## src/rtl/nid_pkg.sv

```systemverilog
// Shared types and constants of the nested interrupt dispatcher.
`timescale 1ns / 1ps

package nid_pkg;

  localparam int NUM_LINES   = 32;
  localparam int NUM_THREADS = 256;
  localparam int STACK_DEPTH = 16;

  localparam int LINE_W    = 8;
  localparam int THR_W     = 8;
  localparam int LINE_IDX_W = (NUM_LINES > 1) ? $clog2(NUM_LINES) : 1;
  localparam int THR_IDX_W  = (NUM_THREADS > 1) ? $clog2(NUM_THREADS) : 1;
  localparam int STK_IDX_W  = (STACK_DEPTH > 1) ? $clog2(STACK_DEPTH) : 1;
  localparam int LVL_W      = $clog2(STACK_DEPTH + 1);

  localparam int IN_TDATA_W  = 32;
  localparam int IN_TUSER_W  = 3;
  localparam int OUT_TDATA_W = 24;

  typedef enum logic [2:0] {
    ACT_CREATE  = 3'd0,
    ACT_DESTROY = 3'd1,
    ACT_RAISE   = 3'd2,
    ACT_RETURN  = 3'd3,
    ACT_PUSH    = 3'd4,
    ACT_POP     = 3'd5,
    ACT_RESUME  = 3'd6,
    ACT_READ    = 3'd7
  } action_t;

  typedef enum logic [3:0] {
    ERR_OK         = 4'd0,
    ERR_HOOK       = 4'd1,
    ERR_BAD_IRQ    = 4'd2,
    ERR_HANDLED    = 4'd3,
    ERR_BAD_THREAD = 4'd4,
    ERR_NO_INT     = 4'd5,
    ERR_FULL       = 4'd6,
    ERR_NOT_NEST   = 4'd7,
    ERR_NOT_ACTIVE = 4'd8,
    ERR_NONE       = 4'd9
  } err_t;

  typedef struct packed {
    action_t            action;
    logic [LINE_W-1:0]  irq_line;
    logic [THR_W-1:0]   handler_thread;
    logic               nest_enable;
    logic               thread_exists;
    logic               hook_ok;
    logic [THR_W-1:0]   running_thread;
  } in_item_t;

  typedef struct packed {
    logic               success;
    err_t               error_code;
    logic               switch_valid;
    logic [THR_W-1:0]   switch_thread;
    logic [LINE_W-1:0]  last_irq;
  } result_t;

  typedef struct packed {
    logic load;
    logic look;
    logic commit;
  } dp_cmd_t;

endpackage

```

## src/rtl/nested_interrupt_dispatcher_top.sv

```systemverilog
// Top level of the nested interrupt dispatcher.
`timescale 1ns / 1ps

// Each accepted beat runs one operation (create, destroy, raise, return, push,
// pop, resume, read last) and yields exactly one result beat. An operation
// runs as accept, handler table lookup, then execute and commit over the
// flop tables; the block takes no new beat until the current one commits,
// and a commit waits while an earlier result is not yet taken. A finished
// result waits in the output register while the next beat is accepted and
// looked up. No clearing pass follows reset; the block is ready in the first
// cycle after rst_n goes high.
module nested_interrupt_dispatcher_top (
  input  logic                               clk,
  input  logic                               rst_n,
  input  logic                               in_tvalid,
  output logic                               in_tready,
  // irq_line, handler_thread, nest_enable, thread_exists, hook_ok, running_thread
  input  logic [nid_pkg::IN_TDATA_W-1:0]     in_tdata,
  // action
  input  logic [nid_pkg::IN_TUSER_W-1:0]     in_tuser,
  output logic                               out_tvalid,
  input  logic                               out_tready,
  // success, error_code, switch_valid, switch_thread, last_irq
  output logic [nid_pkg::OUT_TDATA_W-1:0]    out_tdata
);
  import nid_pkg::*;

  dp_cmd_t  cmd;
  in_item_t in_item;
  result_t  res;

  always_comb begin
    in_item.action         = action_t'(in_tuser);
    in_item.irq_line       = in_tdata[7:0];
    in_item.handler_thread = in_tdata[15:8];
    in_item.nest_enable    = in_tdata[16];
    in_item.thread_exists  = in_tdata[17];
    in_item.hook_ok        = in_tdata[18];
    in_item.running_thread = in_tdata[26:19];
  end

  assign out_tdata = {2'b00, res.last_irq, res.switch_thread, res.switch_valid,
                      res.error_code, res.success};

  nid_ctrl u_ctrl (
    .clk        (clk),
    .rst_n      (rst_n),
    .in_tvalid  (in_tvalid),
    .in_tready  (in_tready),
    .out_tvalid (out_tvalid),
    .out_tready (out_tready),
    .cmd        (cmd)
  );

  nid_datapath u_dp (
    .clk     (clk),
    .rst_n   (rst_n),
    .cmd     (cmd),
    .in_item (in_item),
    .res     (res)
  );

endmodule

```

## src/rtl/nid_ctrl.sv

```systemverilog
// Controller state machine: sequences accept, table lookup and execute.
`timescale 1ns / 1ps

module nid_ctrl (
  input  logic             clk,
  input  logic             rst_n,
  input  logic             in_tvalid,
  output logic             in_tready,
  output logic             out_tvalid,
  input  logic             out_tready,
  output nid_pkg::dp_cmd_t cmd
);
  import nid_pkg::*;

  typedef enum logic [2:0] {
    S_IDLE = 3'b001,
    S_LOOK = 3'b010,
    S_EXEC = 3'b100
  } state_t;

  state_t state_r, state_nxt;
  logic   out_valid_r, out_valid_nxt;

  assign in_tready  = (state_r == S_IDLE);
  assign out_tvalid = out_valid_r;

  always_comb begin
    cmd.load   = in_tvalid && in_tready;
    cmd.look   = (state_r == S_LOOK);
    cmd.commit = (state_r == S_EXEC) && (!out_valid_r || out_tready);
  end

  always_comb begin
    state_nxt = state_r;
    case (state_r)
      S_IDLE: begin
        if (cmd.load) state_nxt = S_LOOK;
      end
      S_LOOK: begin
        state_nxt = S_EXEC;
      end
      S_EXEC: begin
        if (cmd.commit) state_nxt = S_IDLE;
      end
      default: begin
        state_nxt = S_IDLE;
      end
    endcase
  end

  always_comb begin
    out_valid_nxt = out_valid_r;
    if (cmd.commit) begin
      out_valid_nxt = 1'b1;
    end else if (out_tready) begin
      out_valid_nxt = 1'b0;
    end
  end

  always_ff @(posedge clk) begin
    if (!rst_n) begin
      state_r     <= S_IDLE;
      out_valid_r <= 1'b0;
    end else begin
      state_r     <= state_nxt;
      out_valid_r <= out_valid_nxt;
    end
  end

endmodule

```

## src/rtl/nid_datapath.sv

```systemverilog
// Datapath: handler table, flags, preemption stack and result register.
`timescale 1ns / 1ps

module nid_datapath (
  input  logic             clk,
  input  logic             rst_n,
  input  nid_pkg::dp_cmd_t cmd,
  input  nid_pkg::in_item_t in_item,
  output nid_pkg::result_t res
);
  import nid_pkg::*;

  in_item_t               item_r;
  logic [NUM_LINES-1:0]   hvalid_r;
  logic [NUM_LINES-1:0]   nest_flags_r;
  logic [THR_W-1:0]       htab_r [NUM_LINES];
  logic [NUM_THREADS-1:0] active_r;
  logic [THR_W-1:0]       stack_r [STACK_DEPTH];
  logic [LVL_W-1:0]       level_r;
  logic [LINE_W-1:0]      last_r;
  result_t                res_r;

  logic                   hv_l_r;
  logic                   nest_l_r;
  logic [THR_W-1:0]       h_l_r;
  logic                   act_l_r;

  logic [LINE_IDX_W-1:0]  line_idx;
  logic                   line_ok;
  logic                   thr_ok;
  logic                   run_ok;
  logic                   h_ok;
  logic                   lk_h_ok;
  logic [THR_W-1:0]       lk_h;
  logic                   full;
  logic                   empty;
  logic [STK_IDX_W-1:0]   top_idx;
  logic [THR_W-1:0]       top_thr;

  logic                   ok;
  err_t                   err;
  logic                   sw;
  logic [THR_W-1:0]       swt;
  logic                   hv_we;
  logic                   hv_val;
  logic                   tab_we;
  logic                   act_we;
  logic [THR_IDX_W-1:0]   act_idx;
  logic                   act_val;
  logic                   push;
  logic [THR_W-1:0]       push_val;
  logic                   pop;
  logic                   last_we;
  logic [LINE_W-1:0]      last_nxt;

  assign line_idx = item_r.irq_line[LINE_IDX_W-1:0];
  assign line_ok  = {1'b0, item_r.irq_line} < (LINE_W+1)'(NUM_LINES);
  assign thr_ok   = {1'b0, item_r.handler_thread} < (THR_W+1)'(NUM_THREADS);
  assign run_ok   = {1'b0, item_r.running_thread} < (THR_W+1)'(NUM_THREADS);
  assign h_ok     = {1'b0, h_l_r} < (THR_W+1)'(NUM_THREADS);
  assign lk_h     = htab_r[line_idx];
  assign lk_h_ok  = {1'b0, lk_h} < (THR_W+1)'(NUM_THREADS);
  assign full     = level_r >= LVL_W'(STACK_DEPTH);
  assign empty    = (level_r == '0);
  assign top_idx  = STK_IDX_W'(level_r - 1'b1);
  assign top_thr  = stack_r[top_idx];

  always_comb begin
    ok       = 1'b0;
    err      = ERR_NONE;
    sw       = 1'b0;
    swt      = '0;
    hv_we    = 1'b0;
    hv_val   = 1'b0;
    tab_we   = 1'b0;
    act_we   = 1'b0;
    act_idx  = '0;
    act_val  = 1'b0;
    push     = 1'b0;
    push_val = '0;
    pop      = 1'b0;
    last_we  = 1'b0;
    case (item_r.action)
      ACT_CREATE: begin
        if (!line_ok) err = ERR_BAD_IRQ;
        else if (hv_l_r) err = ERR_HANDLED;
        else if (!thr_ok || !item_r.thread_exists) err = ERR_BAD_THREAD;
        else if (!item_r.hook_ok) err = ERR_HOOK;
        else begin
          hv_we   = 1'b1;
          hv_val  = 1'b1;
          tab_we  = 1'b1;
          act_we  = 1'b1;
          act_idx = item_r.handler_thread[THR_IDX_W-1:0];
          act_val = 1'b0;
          ok      = 1'b1;
          err     = ERR_OK;
        end
      end
      ACT_DESTROY: begin
        if (!line_ok) err = ERR_BAD_IRQ;
        else if (!hv_l_r) err = ERR_NONE;
        else if (h_l_r != item_r.handler_thread) err = ERR_BAD_THREAD;
        else if (!item_r.hook_ok) err = ERR_HOOK;
        else begin
          hv_we  = 1'b1;
          hv_val = 1'b0;
          ok     = 1'b1;
          err    = ERR_OK;
        end
      end
      ACT_RAISE: begin
        if (!line_ok) err = ERR_BAD_IRQ;
        else if (!hv_l_r) err = ERR_NO_INT;
        else if ((h_l_r == item_r.running_thread) || act_l_r) err = ERR_NONE;
        else if (nest_l_r && full) err = ERR_FULL;
        else begin
          if (nest_l_r) begin
            push     = 1'b1;
            push_val = item_r.running_thread;
            act_we   = h_ok;
            act_idx  = h_l_r[THR_IDX_W-1:0];
            act_val  = 1'b1;
          end
          last_we = 1'b1;
          sw      = 1'b1;
          swt     = h_l_r;
          ok      = 1'b1;
          err     = ERR_OK;
        end
      end
      ACT_RETURN: begin
        if (empty) err = ERR_NONE;
        else begin
          act_we  = run_ok;
          act_idx = item_r.running_thread[THR_IDX_W-1:0];
          act_val = 1'b0;
          pop     = 1'b1;
          sw      = 1'b1;
          swt     = top_thr;
          ok      = 1'b1;
          err     = ERR_OK;
        end
      end
      ACT_PUSH: begin
        if (!line_ok) err = ERR_BAD_IRQ;
        else if (!hv_l_r) err = ERR_NO_INT;
        else if (h_l_r == item_r.running_thread) err = ERR_BAD_THREAD;
        else if (!act_l_r) err = ERR_NOT_ACTIVE;
        else if (!nest_l_r) err = ERR_NOT_NEST;
        else if (full) err = ERR_FULL;
        else begin
          push     = 1'b1;
          push_val = h_l_r;
          last_we  = 1'b1;
          ok       = 1'b1;
          err      = ERR_OK;
        end
      end
      ACT_POP: begin
        if (empty) err = ERR_NO_INT;
        else begin
          pop = 1'b1;
          ok  = 1'b1;
          err = ERR_OK;
        end
      end
      ACT_RESUME: begin
        if (empty) err = ERR_NO_INT;
        else begin
          sw  = 1'b1;
          swt = top_thr;
          ok  = 1'b1;
          err = ERR_OK;
        end
      end
      ACT_READ: begin
        ok  = 1'b1;
        err = ERR_OK;
      end
      default: begin
        ok  = 1'b0;
        err = ERR_NONE;
      end
    endcase
  end

  assign last_nxt = last_we ? item_r.irq_line : last_r;

  // hold the beat, look up the handler entry, and on commit write the handler table, stack and result
  always_ff @(posedge clk) begin
    if (cmd.load) item_r <= in_item;
    if (cmd.look) begin
      hv_l_r   <= hvalid_r[line_idx];
      nest_l_r <= nest_flags_r[line_idx];
      h_l_r    <= lk_h;
      act_l_r  <= lk_h_ok && active_r[lk_h[THR_IDX_W-1:0]];
    end
    if (cmd.commit) begin
      if (tab_we) htab_r[line_idx] <= item_r.handler_thread;
      if (push) stack_r[level_r[STK_IDX_W-1:0]] <= push_val;
      res_r.success       <= ok;
      res_r.error_code    <= err;
      res_r.switch_valid  <= sw;
      res_r.switch_thread <= swt;
      res_r.last_irq      <= last_nxt;
    end
  end

  always_ff @(posedge clk) begin
    if (!rst_n) begin
      hvalid_r     <= '0;
      nest_flags_r <= '0;
      active_r     <= '0;
      level_r      <= '0;
      last_r       <= '0;
    end else if (cmd.commit) begin
      if (hv_we) hvalid_r[line_idx] <= hv_val;
      if (tab_we) nest_flags_r[line_idx] <= item_r.nest_enable;
      if (act_we) active_r[act_idx] <= act_val;
      if (push) level_r <= level_r + 1'b1;
      else if (pop) level_r <= level_r - 1'b1;
      last_r <= last_nxt;
    end
  end

  assign res = res_r;

`ifndef SYNTHESIS
  a_level_bound: assert property (@(posedge clk) disable iff (!rst_n)
    level_r <= LVL_W'(STACK_DEPTH))
    else $error("stack level beyond depth");

  a_no_push_pop: assert property (@(posedge clk) disable iff (!rst_n)
    cmd.commit |-> !(push && pop))
    else $error("push and pop in one commit");

  a_state_hold: assert property (@(posedge clk) disable iff (!rst_n)
    !cmd.commit |=> $stable(level_r) && $stable(last_r) && $stable(hvalid_r))
    else $error("state changed without commit");

  a_switch_zero: assert property (@(posedge clk) disable iff (!rst_n)
    cmd.commit |=> (res_r.switch_valid || (res_r.switch_thread == '0)))
    else $error("switch thread set without switch request");

  a_ok_code: assert property (@(posedge clk) disable iff (!rst_n)
    cmd.commit |=> (res_r.success == (res_r.error_code == ERR_OK)))
    else $error("success and error code disagree");
`endif

endmodule
```

## config.mk

```make
export PLATFORM = sky130hd
export DESIGN_NAME = nested_interrupt_dispatcher_top
export DESIGN_NICKNAME = d
export VERILOG_FILES = /design/src/rtl/nid_pkg.sv /design/src/rtl/nested_interrupt_dispatcher_top.sv /design/src/rtl/nid_ctrl.sv /design/src/rtl/nid_datapath.sv
export SDC_FILE = /design/constraint.sdc
export NUM_CORES = 1
export LEC_CHECK = 0
export BUFFER_PORTS_ARGS = -buffer_cell sky130_fd_sc_hd__buf_2
export CAP_MARGIN = 10
export CORE_MARGIN = 3
export CORE_UTILIZATION = 60
export CTS_CLUSTER_DIAMETER = 200
export DETAILED_ROUTE_END_ITERATION = 6
export PLACE_DENSITY = 0.74
export SLEW_MARGIN = 20
export SYNTH_ARGS = -nofsm -noshare
export SYNTH_HDL_FRONTEND = slang
export SYNTH_SLANG_ARGS = --single-unit
```

## constraint.sdc

```tcl
create_clock -name clk -period 7.5 [get_ports clk]
set_input_delay 0 -clock clk [delete_from_list [all_inputs] [get_ports clk]]
set_output_delay 0 -clock clk [all_outputs]
set_load 0.1 [all_outputs]
```

==> results.sh <==
export IMPL_cts_setup_buffers=0
export IMPL_fin_setup_tns_ps=0
export IMPL_rows=88
export IMPL_power_total_mw=9.363
export IMPL_status="completed"
export IMPL_worst_slew_pin_slew_ps=1311
export IMPL_max_freq_ghz=0.1803
export IMPL_use_met3_pct=6.017
export IMPL_first_pass_iters=7
export IMPL_seq_area_mm2=0.02028
export IMPL_cts_sinks=789
export IMPL_coreArea_mm2=0.05781
export IMPL_cp_required_ps=7850
export IMPL_avgRoutedWirePerCell_um=25.54
export IMPL_num_vias=25537
export IMPL_vias_per_cell=6.763
export IMPL_ios=65
export IMPL_multi_input_area_mm2=0.01380
export IMPL_numCtsBuffers=79
export IMPL_worst_setup_path_start_kind="register"
export IMPL_antenna_found_initial=1
export IMPL_worstSetupPathType="register to register"
export IMPL_hold_violations=0
export IMPL_worst_slack_ps=1953
export IMPL_rsz0062_at_grt="false"
export IMPL_dp_hpwl_um=55740
export IMPL_clkTransAtPathRegs_ps=60
export IMPL_nFillCells=4049
export IMPL_post_place_ws_ps=2230
export IMPL_async_flop_share_pct=0
export IMPL_finClkSkew_ps=25.79
export IMPL_die_w_um=248.0
export IMPL_grt_pass1_wl_um=146800
export IMPL_synth_edf_count=447
export IMPL_clk_latency_ps=630
export IMPL_grt_ovfl_total=0
export IMPL_nets=2990
export IMPL_synth_top_area_cell="edfxtp_1"
export IMPL_synth_top_area_share_pct=38.19
export IMPL_path_max_fanout=55
export IMPL_p_leak_nw=13.02
export IMPL_yosys_top_cells_area="edfxtp_1 (38%), dfxtp_1 (19%), mux2i_1 (6.3%)"
export IMPL_dieArea_mm2=0.06152
export IMPL_cts_tree="built"
export IMPL_cts_htree_levels=3
export IMPL_dieHeight_um=248.0
export IMPL_drive_gt1_share_pct=13.33
export IMPL_fin_area_mm2=0.03854
export IMPL_relSlewSlack_pct=12.53
export IMPL_crit_arrival_ps=5900
export IMPL_worstHoldPathType="input pin to register"
export IMPL_drc_errors=0
export IMPL_gp_congestion=0.8598
export IMPL_vdd_drop_max_mv=0.1876
export IMPL_maxSlewViolCount=0
export IMPL_setup_viol=0
export IMPL_period_needed_ps=5547
export IMPL_grt_use_met2_pct=47.76
export IMPL_grt_max_degree=190
export IMPL_area_growth_pct=9.665
export IMPL_p_per_area_mw_per_mm2=242.9
export IMPL_finalCritPeriodShare_pct=73.95
export IMPL_drt_iter0_markers=3815
export IMPL_grt_busiest_layer="met2"
export IMPL_drv_cap=0
export IMPL_syn_avg_cell_area_um2=11.78
export IMPL_grt_use_met1_pct=44.83
export IMPL_synth_yosys_seq_area_share_pct=57.67
export IMPL_placed_cell_area_mm2=0.03558
export IMPL_synth_cells=2984
export IMPL_cts_root_buffer="clkbuf_16"
export IMPL_ys_seq_elements=789
export IMPL_syn_area_mm2=0.03515
export IMPL_grt_usage_pct=31.36
export IMPL_antenna_left=0
export IMPL_synth_ff_type="edfxtp_1"
export IMPL_end_kind="register"
export IMPL_grt_pass1_vias=24655
export IMPL_clock_path_buffers=3
export IMPL_place_port_buffers=57
export IMPL_synth_distinct_cells=76
export IMPL_yosys_warnings=0
export IMPL_start_util_pct=60.80
export IMPL_drt_total_wl_um=96430
through the flow:
| step | instances | utilization, % | hold slack (ps) |
|---|---|---|---|
| finish | 3776 | 66.68 | 79.81 |
| global route | 3774 | 66.67 | 73.85 |
| floorplan | 2985 | - | 98.87 |
| detailed placement | 3597 | 61.55 | 178.1 |
| CTS | 3773 | 66.55 | 43.08 |
| global placement | 3597 | 61.52 | 176.3 |
state kept, by name, summed over array words and instances (netlist names), named ones only:
register	flops
u_ctrl.state_r	3
u_dp.hvalid_r	32
u_dp.item_r	30
u_dp.active_r	256
u_dp.nest_l_r	1
u_dp.res	22
u_dp.nest_flags_r	32
u_dp.act_l_r	1
u_dp.level_r	5
u_dp.hv_l_r	1
u_ctrl.out_tvalid	1
u_dp.htab_r	256
u_dp.last_r	8
u_dp.stack_r	128
u_dp.h_l_r	8
repair_timing:
item,CTS,global route
hold buffers,33,0
resized for setup,0,0
hold endpoints to repair,39,0
routing by layer:
layer | share of wire (%) | vias to the layer above
li1 | - | 11051
met1 | 40 | 12671
met2 | 46 | 1569
met3 | 11 | 246
met4 | 3.5 | 0
met5 | 0 | -
kinds of logic after synthesis:
logic type               count (synthesis)  synth area share (%)
AO/OA/AOI/OAI                          776                 14.07
XOR/XNOR                                26                0.6479
adder cells (fa/ha/maj)                  5                0.1709
buffers and inverters                  255                 3.453
flip-flops                             789                 57.67
multiplexers                           342                 13.13
other                                    1               0.01067
AND/OR/NAND/NOR                        790                 10.84
path summary, 6_finish.rpt:
check | end | slack, ps | from | depth (start not counted)
worst min register to register | u_dp.active_r[140] | 470 | u_dp.active_r[140] | 2
worst max-delay path | u_dp.act_l_r | 1950 | register | 11
worst min-delay path | u_dp.item_r[10] | 80 | in_tdata[16] | 2
worst max register to register | u_dp.act_l_r | 1950 | register | 11
critical path, cell delays in order (launching register included):
cell and delay (ps):
dfxtp_4 930, buf_4 500, mux2i_1 290, a22oi_1 90
nand3_1 110, nand2_1 220, o21ai_1 690, nand2b_1 770
o22ai_1 220, nor4b_1 830, o221ai_1 200, and4_1 300
report_power, final:
part | switching, mW | total [mW] | internal [mW] | leakage (nW)
Clock | 1.68 | 3.92 | 2.24 | 1.25
Sequential | 0.0573 | 4.64 | 4.58 | 7.10
Combinational | 0.509 | 0.803 | 0.294 | 4.68
Total | 2.25 | 9.36 | 7.11 | 13.0
area by class of cell:
type                    count  area share (%)
diodes                      2         0.01298
clock inverters            39          0.9771
multi-input cells        1941           35.80
repair buffers            121           2.295
inverters                  15          0.1591
well taps                 765           2.483
clock buffers             104           5.665
flip-flops and latches    789           52.61
cell usage in the layout (no fill, tap or decap), types with 6 or more instances in the layout:
master         instances
edfxtp_1             447
dfxtp_1              339
o21ai_0              310
nand3_1              256
mux2i_1              220
a21boi_0             207
nand2_1              196
nor2_1               122
mux4_2                91
clkbuf_16             81
a21oi_1               56
buf_2                 56
a21boi_1              55
nor2b_1               45
nor2_2                40
o22ai_1               34
dlygate4sd3_1         33
mux2_2                29
buf_4                 27
a22oi_1               24
nor3_1                22
a22o_1                20
o211ai_1              16
clkinv_2              16
clkbuf_1              16
and2_1                15
nand2b_1              14
xnor2_1               14
and3_1                13
nand4_1               12
inv_1                 12
xor2_1                11
a21o_1                 9
a32o_1                 8
clkinv_1               8
clkbuf_8               8
or2_2                  6
nor3b_1                6
synth_stat cells (all sizes together) (25+ instances only):
cell and count:
edfxtp 447, dfxtp 342, o21ai 313, a21boi 262
nand3 257, mux2i 221, nand2 196, nor2 163
clkbuf 148, buf 92, mux4 91, a21oi 56
nor2b 45, o22ai 34, mux2 30, nor3 25
No activity file was read; power rests on OpenSTA's default activity.
